## config.mk

```make
export PLATFORM = sky130hd
export DESIGN_NAME = chained_event_timer_table
export DESIGN_NICKNAME = d
export VERILOG_FILES = /design/src/hdl/cett_pkg.sv /design/src/hdl/chained_event_timer_table.sv /design/src/hdl/cett_ram.sv /design/src/hdl/cett_flags.sv
export SDC_FILE = /design/constraint.sdc
export NUM_CORES = 1
export LEC_CHECK = 0
export BUFFER_PORTS_ARGS = -buffer_cell sky130_fd_sc_hd__buf_2
export CORE_MARGIN = 2
export CORE_UTILIZATION = 30
export DETAILED_ROUTE_END_ITERATION = 12
export PLACE_DENSITY = 0.51
export SYNTH_ARGS = -nofsm -noshare
export SYNTH_HDL_FRONTEND = slang
export SYNTH_SLANG_ARGS = --single-unit
```

## constraint.sdc

```tcl
create_clock -name clk -period 7.2 [get_ports clk]
set_input_delay 0.72 -clock clk [delete_from_list [all_inputs] [get_ports clk]]
set_output_delay 0.72 -clock clk [all_outputs]
set_load 0.005 [all_outputs]
```

## src/hdl/cett_pkg.sv

```systemverilog
// Shared types and codes for the chained event timer table.
`default_nettype none

package cett_pkg;

  // Width of the flag-update indices (up to 256 events); input items carry a 4-bit event index
  localparam int IDX_W = 8;

  typedef enum logic [1:0] {
    OP_LOAD    = 2'd0,
    OP_TICK    = 2'd1,
    OP_ENABLE  = 2'd2,
    OP_DISABLE = 2'd3
  } opcode_t;

  typedef enum logic [1:0] {
    ACT_SIGNAL  = 2'd0,
    ACT_RELEASE = 2'd1,
    ACT_MESSAGE = 2'd2,
    ACT_SWITCH  = 2'd3
  } action_t;

  // Enable flag update: clear is applied before set
  typedef struct packed {
    logic             clr;
    logic [IDX_W-1:0] clr_idx;
    logic             set;
    logic [IDX_W-1:0] set_idx;
  } flag_upd_t;

endpackage

`default_nettype wire

```

## src/hdl/chained_event_timer_table.sv

```systemverilog
// Path: RAM read into the compute stage, then the output register. Throughput: one item per
// cycle unless the output stalls; the descriptor RAM is read at input transfer and written
// back when the item leaves the compute stage, with a one-entry forwarding register.
// Reset: clears the enable flags and the pipeline valids; descriptor RAM is not cleared
// and holds undefined data until a load item writes an entry.
`default_nettype none

module chained_event_timer_table import cett_pkg::*; #(
  parameter int NUM_EVENTS    = 16,
  parameter int COUNTER_WIDTH = 8
) (
  input  wire logic        clk,
  input  wire logic        rst_n,
  input  wire logic        in_tvalid,
  output logic             in_tready,
  // event_index[3:0], threshold[11:4], repeat_mode[12], action[14:13], target[22:15],
  // enable_now[23]
  input  wire logic [23:0] in_tdata,
  input  wire logic [1:0]  in_tuser,   // opcode[1:0]
  input  wire logic        in_tlast,   // sweep_last
  output logic             out_tvalid,
  input  wire logic        out_tready,
  // fired_index[3:0], fired_action[5:4], task_mask[13:6], zero[15:14]
  output logic      [15:0] out_tdata,
  output logic             out_tuser,  // fired
  output logic             out_tlast   // sweep_done
);

  localparam int AW = $clog2(NUM_EVENTS);
  localparam int CW = COUNTER_WIDTH;
  localparam int TW = (CW > 8) ? CW : 8;
  // descriptor word: target[7:0], action[9:8], repeat[10], reload[18:11], counter[top]
  localparam int WW = CW + 19;

  // compute stage
  logic          s1_v_r;
  opcode_t       s1_op_r;
  logic [3:0]    s1_idx_r;
  logic [7:0]    s1_thr_r;
  logic          s1_rep_r;
  logic [1:0]    s1_act_r;
  logic [7:0]    s1_tgt_r;
  logic          s1_en_r;
  logic          s1_last_r;

  // output register
  logic          out_v_r;
  logic          out_fired_r;
  logic [3:0]    out_idx_r;
  logic [1:0]    out_act_r;
  logic [7:0]    out_mask_r;
  logic          out_last_r;

  // last write, forwarded to a read issued on the same edge
  logic          fwd_v_r;
  logic [AW-1:0] fwd_addr_r;
  logic [WW-1:0] fwd_data_r;

  logic          in_acc;
  logic          s1_adv;
  logic [7:0]    in_idx8;
  logic [7:0]    s1_idx8;
  logic [AW-1:0] rd_addr;
  logic [AW-1:0] s1_addr;
  logic          s1_inr;
  logic [WW-1:0] ram_rdata;
  logic [WW-1:0] word;
  logic [CW-1:0] w_cnt;
  logic [7:0]    w_rel;
  logic          w_rep;
  logic [1:0]    w_act;
  logic [7:0]    w_tgt;
  logic [CW-1:0] cnt_dec;
  logic [TW-1:0] rel_ext;
  logic [TW-1:0] thr_ext;
  logic          tgt_inr;
  logic          flag_en;
  logic          wr_en;
  logic [WW-1:0] wr_data;
  logic          fire;
  logic [7:0]    mask;
  flag_upd_t     upd;

  assign in_acc    = in_tvalid && in_tready;
  assign s1_adv    = s1_v_r && (!out_v_r || out_tready);
  assign in_tready = !s1_v_r || s1_adv;

  assign in_idx8 = 8'(in_tdata[3:0]);
  assign s1_idx8 = 8'(s1_idx_r);
  assign rd_addr = in_idx8[AW-1:0];
  assign s1_addr = s1_idx8[AW-1:0];
  assign s1_inr  = 9'(s1_idx_r) < 9'(NUM_EVENTS);

  assign word    = (fwd_v_r && (fwd_addr_r == s1_addr)) ? fwd_data_r : ram_rdata;
  assign w_cnt   = word[WW-1:19];
  assign w_rel   = word[18:11];
  assign w_rep   = word[10];
  assign w_act   = word[9:8];
  assign w_tgt   = word[7:0];
  assign cnt_dec = w_cnt - CW'(1);
  assign rel_ext = TW'(w_rel);
  assign thr_ext = TW'(s1_thr_r);
  assign tgt_inr = {1'b0, w_tgt} < 9'(NUM_EVENTS);

  always_comb begin
    wr_en   = 1'b0;
    wr_data = {thr_ext[CW-1:0], s1_thr_r, s1_rep_r, s1_act_r, s1_tgt_r};
    fire    = 1'b0;
    mask    = '0;
    upd     = '0;
    if (s1_inr) begin
      unique case (s1_op_r)
        OP_LOAD: begin
          wr_en       = 1'b1;
          upd.set     = s1_en_r;
          upd.set_idx = s1_idx8;
          upd.clr     = !s1_en_r;
          upd.clr_idx = s1_idx8;
        end
        OP_ENABLE: begin
          upd.set     = 1'b1;
          upd.set_idx = s1_idx8;
        end
        OP_DISABLE: begin
          upd.clr     = 1'b1;
          upd.clr_idx = s1_idx8;
        end
        OP_TICK: begin
          if (flag_en) begin
            wr_en = 1'b1;
            fire  = (cnt_dec == '0);
            // free-running events reload on expiry, even after a switch
            wr_data = {(fire && w_rep) ? rel_ext[CW-1:0] : cnt_dec, word[18:0]};
            if (fire && (w_act == ACT_RELEASE)) begin
              mask = w_tgt;
            end
            if (fire && (w_act == ACT_SWITCH)) begin
              upd.clr     = 1'b1;
              upd.clr_idx = s1_idx8;
              upd.set     = tgt_inr;
              upd.set_idx = w_tgt;
            end
          end
        end
        default: ;
      endcase
    end
  end

  cett_ram #(
    .WIDTH (WW),
    .DEPTH (NUM_EVENTS)
  ) u_desc_ram (
    .clk   (clk),
    .we    (s1_adv && wr_en),
    .waddr (s1_addr),
    .wdata (wr_data),
    .re    (in_acc),
    .raddr (rd_addr),
    .rdata (ram_rdata)
  );

  cett_flags #(
    .NUM_EVENTS (NUM_EVENTS)
  ) u_flags (
    .clk     (clk),
    .rst_n   (rst_n),
    .upd_en  (s1_adv),
    .upd     (upd),
    .rd_idx  (s1_addr),
    .rd_flag (flag_en)
  );

  always_ff @(posedge clk) begin
    if (!rst_n) begin
      s1_v_r  <= 1'b0;
      out_v_r <= 1'b0;
      fwd_v_r <= 1'b0;
    end else begin
      if (in_acc) begin
        s1_v_r <= 1'b1;
      end else if (s1_adv) begin
        s1_v_r <= 1'b0;
      end
      if (s1_adv) begin
        out_v_r <= 1'b1;
      end else if (out_tready) begin
        out_v_r <= 1'b0;
      end
      if (s1_adv && wr_en) begin
        fwd_v_r <= 1'b1;
      end
    end
  end

  // payload registers
  always_ff @(posedge clk) begin
    if (in_acc) begin
      s1_op_r   <= opcode_t'(in_tuser);
      s1_idx_r  <= in_tdata[3:0];
      s1_thr_r  <= in_tdata[11:4];
      s1_rep_r  <= in_tdata[12];
      s1_act_r  <= in_tdata[14:13];
      s1_tgt_r  <= in_tdata[22:15];
      s1_en_r   <= in_tdata[23];
      s1_last_r <= in_tlast;
    end
    if (s1_adv) begin
      out_fired_r <= fire;
      out_idx_r   <= s1_idx_r;
      out_act_r   <= fire ? w_act : 2'd0;
      out_mask_r  <= mask;
      out_last_r  <= (s1_op_r == OP_TICK) ? s1_last_r : 1'b0;
    end
    if (s1_adv && wr_en) begin
      fwd_addr_r <= s1_addr;
      fwd_data_r <= wr_data;
    end
  end

  assign out_tvalid = out_v_r;
  assign out_tdata  = {2'b00, out_mask_r, out_act_r, out_idx_r};
  assign out_tuser  = out_fired_r;
  assign out_tlast  = out_last_r;

`ifndef SYNTHESIS
  // a result that did not fire carries no action and no mask
  a_nofire_quiet: assert property (@(posedge clk) disable iff (!rst_n)
    (out_tvalid && !out_tuser) |-> (out_tdata[13:4] == '0))
    else $error("non-fired result carries action or mask");

  // descriptor writes only happen as an item leaves the compute stage
  a_write_on_adv: assert property (@(posedge clk) disable iff (!rst_n)
    (s1_adv && wr_en) |-> s1_v_r)
    else $error("descriptor write without a valid item");

  // a new item never overwrites one still waiting in the compute stage
  a_no_overrun: assert property (@(posedge clk) disable iff (!rst_n)
    (in_acc && s1_v_r) |-> s1_adv)
    else $error("compute stage overrun");

  // every descriptor write is held for forwarding
  a_fwd_tracks: assert property (@(posedge clk) disable iff (!rst_n)
    (s1_adv && wr_en) |=> (fwd_v_r && (fwd_addr_r == $past(s1_addr))))
    else $error("forwarding register missed a write");
`endif

endmodule

`default_nettype wire

```

## src/hdl/cett_ram.sv

```systemverilog
// Generic single-write, single-read RAM with registered read data.
`default_nettype none

module cett_ram #(
  parameter int WIDTH = 8,
  parameter int DEPTH = 16
) (
  input  wire logic                     clk,
  input  wire logic                     we,
  input  wire logic [$clog2(DEPTH)-1:0] waddr,
  input  wire logic [WIDTH-1:0]         wdata,
  input  wire logic                     re,
  input  wire logic [$clog2(DEPTH)-1:0] raddr,
  output logic      [WIDTH-1:0]         rdata
);

  logic [WIDTH-1:0] mem [DEPTH];

  always_ff @(posedge clk) begin
    if (we) begin
      mem[waddr] <= wdata;
    end
    if (re) begin
      rdata <= mem[raddr];
    end
  end

endmodule

`default_nettype wire

```

## src/hdl/cett_flags.sv

```systemverilog
// Per-event enable flags, cleared at reset.
`default_nettype none

module cett_flags import cett_pkg::*; #(
  parameter int NUM_EVENTS = 16
) (
  input  wire logic                          clk,
  input  wire logic                          rst_n,
  input  wire logic                          upd_en,
  input  wire flag_upd_t                     upd,
  input  wire logic [$clog2(NUM_EVENTS)-1:0] rd_idx,
  output logic                               rd_flag
);

  localparam int AW = $clog2(NUM_EVENTS);

  logic [NUM_EVENTS-1:0] flags_r;
  logic [NUM_EVENTS-1:0] flags_nxt;

  always_comb begin
    flags_nxt = flags_r;
    if (upd_en && upd.clr) begin
      flags_nxt[upd.clr_idx[AW-1:0]] = 1'b0;
    end
    // set wins, so a switch to itself leaves the event enabled
    if (upd_en && upd.set) begin
      flags_nxt[upd.set_idx[AW-1:0]] = 1'b1;
    end
  end

  always_ff @(posedge clk) begin
    if (!rst_n) begin
      flags_r <= '0;
    end else begin
      flags_r <= flags_nxt;
    end
  end

  assign rd_flag = flags_r[rd_idx];

endmodule

`default_nettype wire
```

==> impl_metrics.toml <==
[run_status]
outcome = "finished, final reports clean"

[grt]
grt_max_degree = 64
grt.overflow.total = 0
grt_pass1_vias = 10800
grt_first_pass_wirelength_um = 75900
antenna_found_initial = 0
grt_util_all_layers = 0.141

[timing]
worst_slew_pin_slew_ns = 1.29
max_freq_mhz = 190
finalCritPeriodShare = 0.730
slew_violations = 0
setup_tns_ns = 0
rsz0062_at_grt = "false"
skew_ns = 0.0159
fin_crit_ns = 5.26
hold_viol_final = 0
slew_headroom = 0.139
setup_viol = 0

[cells_and_area]
antenna_cells = 0
drive_gt1_frac = 0.282
utilization = 0.350
fillers = 6698
syn_to_final_growth_pct = 15.8
stdcell_count = 2136
nNetsFinal = 1172

[detailed_routing]
antenna_left = 0
wirelength_um = 52100
first_pass_iters = 8
wl_per_cell_um = 24.4
drtIter0Drc = 1053
vias = 10600
drc = 0
vias_per_cell = 4.95

[power_and_ir_drop]
p_leak_nw = 7.92
combinationalPowerShare = 0.044
vdd_drop_max_mv = 0.153
finalPower_mw = 6.69
power.density_mw_per_mm2 = 268
switchingPower_mw = 1.40
pwr-share-clk = 0.419
p_sw_frac = 0.209
seqPwrFrac = 0.538
p_int_mw = 5.29

[floorplan]
coreArea_mm2 = 0.0714
die_y_um = 272
rows = 98
die_area_mm2 = 0.0741
start_util = 0.302
die_x_um = 272
io_pins = 51

[worst_setup_path]
crit_fanout = 18
crit_path_start = "s1_addr[3]"
r2r-start = "s1_addr[3]"
crit_type = "flip-flop to flip-flop"
start_kind = "flip-flop"
required_ns = 7.47
critPathArrivalTime_ns = 5.53
endpoint_kind = "flip-flop"

[yosys]
synthArstFlopShare = 0
synthMuxAreaShare = 0.159
yosys_warnings = 0
synthAdderAreaFrac = 0.00116
synth-main-ff-cell = "edfxtp_1"
synth_top_family_by_area = "multiplexers"
ys_ff_latch = 552
synth_compound_area_frac = 0.0264
netlist_instances = 1046
synth_cell_type_count = 59
synth-edff-count = 533
synth-xor-area-share = 0.00487
syn_avg_cell_area_um2 = 20.6
synth-seq-area-share = 0.759
netlist_area_mm2 = 0.0216
yosys.area_share.simple = 0.0379

[clock_network]
tritoncts = "built"
post_cts_resized = 0
clkTransAtPathRegs_ns = 0.06
numClockSinks = 552
cts_buffers = 56
cts_setup_buffers = 0
cts_max_level = 2
clock_latency_ns = 0.61
hold_buffers = 0
clockRootBuffer = "clkbuf_16"
clockBufferDepth = 3

[run]
max-cap-violations = 0

[placed_design]
io_buffers = 48
dp.cells = 2031
hpwl_um = 28800
routabilityCongestion = 0.856

[hold_path]
hold_path.class = "input pin to flip-flop"
hold_path.startpoint = "in_tdata[22]"
## cells in the mapped netlist, types with 6 or more instances
cell type,number,area (um2)
edfxtp_1,533,16000
mux4_2,139,3130
nor2_1,60,225
nand2_1,41,154
clkbuf_1,32,120
mux2i_1,26,260
o21ai_0,20,100
dfxtp_1,19,380
buf_1,15,56.3
a21oi_1,13,65.1
nor3_1,13,65.1
nor4_1,9,56.3
a32o_1,8,80.1
o22ai_1,7,43.8
xnor2_1,7,61.3
inv_1,6,22.5
nand2b_1,6,37.5
nor2b_1,6,37.5
## final timing paths
check | end | slack, ns | cells past startpoint
worst max-delay path | u_desc_ram.mem[0][24] | 1.94 | 13
worst min-delay path | s1_tgt_r[7] | 0.28 | 1
worst max register to register | u_desc_ram.mem[0][24] | 1.94 | 13
worst min register to register | u_flags.flags_r[8] | 0.48 | 2
## cell usage in the layout (no fill, tap or decap), types with 11 or more instances in the layout
cell type / n
a21oi_1: 13
buf_2: 46
buf_4: 42
clkbuf_1: 12
clkbuf_16: 56
clkinv_1: 17
clkinv_2: 11
dfxtp_1: 19
edfxtp_1: 533
mux2i_1: 26
mux4_2: 139
nand2_1: 40
nor2_1: 48
nor2_4: 12
o21ai_0: 19
## critical path: stages, from the launching register on
cell       delay [ns]
edfxtp_1         0.87
xor2_1           0.20
nor3_1           0.40
nand2_2          0.33
mux2i_1          0.35
ha_1             0.36
xor2_1           0.13
a211o_1          0.28
a211oi_1         0.29
a31oi_1          0.07
a2111o_1         0.55
nor2_1           0.17
a2111oi_0        0.10
nor2_1           0.81
## final cells by class
type | count | area [um2] | area share
Timing Repair Buffer | 89 | 557 | 0.0223
Inverter | 6 | 22.5 | 0.000901
Clock inverter | 37 | 310 | 0.0124
Sequential cell | 552 | 16400 | 0.656
Clock buffer | 68 | 1450 | 0.0579
Tap cell | 950 | 1190 | 0.0476
Multi-Input combinational cell | 434 | 5080 | 0.203
## stage by stage
step,area [um2],hold WS (ns),setup slack (ns)
3_5_place_dp,23200,0.471,2.09
2_1_floorplan,21600,0.439,0.620
3_3_place_gp,23200,0.468,2.27
5_1_grt,25000,0.261,1.57
6_report,25000,0.284,1.94
4_1_cts,25000,0.246,2.03
## sequential cells by signal, indices dropped and copies added (netlist names)
register / cells
fwd_addr_r: 4
fwd_data_r: 27
fwd_v_r: 1
out_act_r: 2
out_idx_r: 4
out_mask_r: 8
out_tlast: 1
out_tuser: 1
out_tvalid: 1
s1_act_r: 2
s1_addr: 4
s1_en_r: 1
s1_last_r: 1
s1_op_r: 2
s1_rep_r: 1
s1_tgt_r: 8
s1_thr_r: 8
s1_v_r: 1
u_desc_ram.mem: 432
u_desc_ram.rdata: 27
u_flags.flags_r: 16
## layer usage
layer / share of wire / track usage / vias to the layer above
met5: 0 / 0 / -
met3: 0.053 / 0.0241 / 79
met1: 0.46 / 0.204 / 5623
met2: 0.46 / 0.220 / 330
met4: 0.021 / 0.0412 / 0
li1: - / - / 4547
## cell families after synthesis
logic type	count (synthesis)
compound gates	82
xor+xnor	12
fa+ha+maj	2
buf+inv	61
flops	552
mux	168
other cells	1
simple gates	168
## power groups by stage
stage	Sequential, mW	Combinational (mW)	Clock [mW]
detailed placement	3.66	0.298	0
CTS	3.59	0.299	2.88
global route	3.60	0.320	3.00
finish	3.59	0.294	2.80
global placement	3.66	0.296	0
floorplan	3.65	0.201	0
Note: power is estimated with default switching activity, not from simulation.
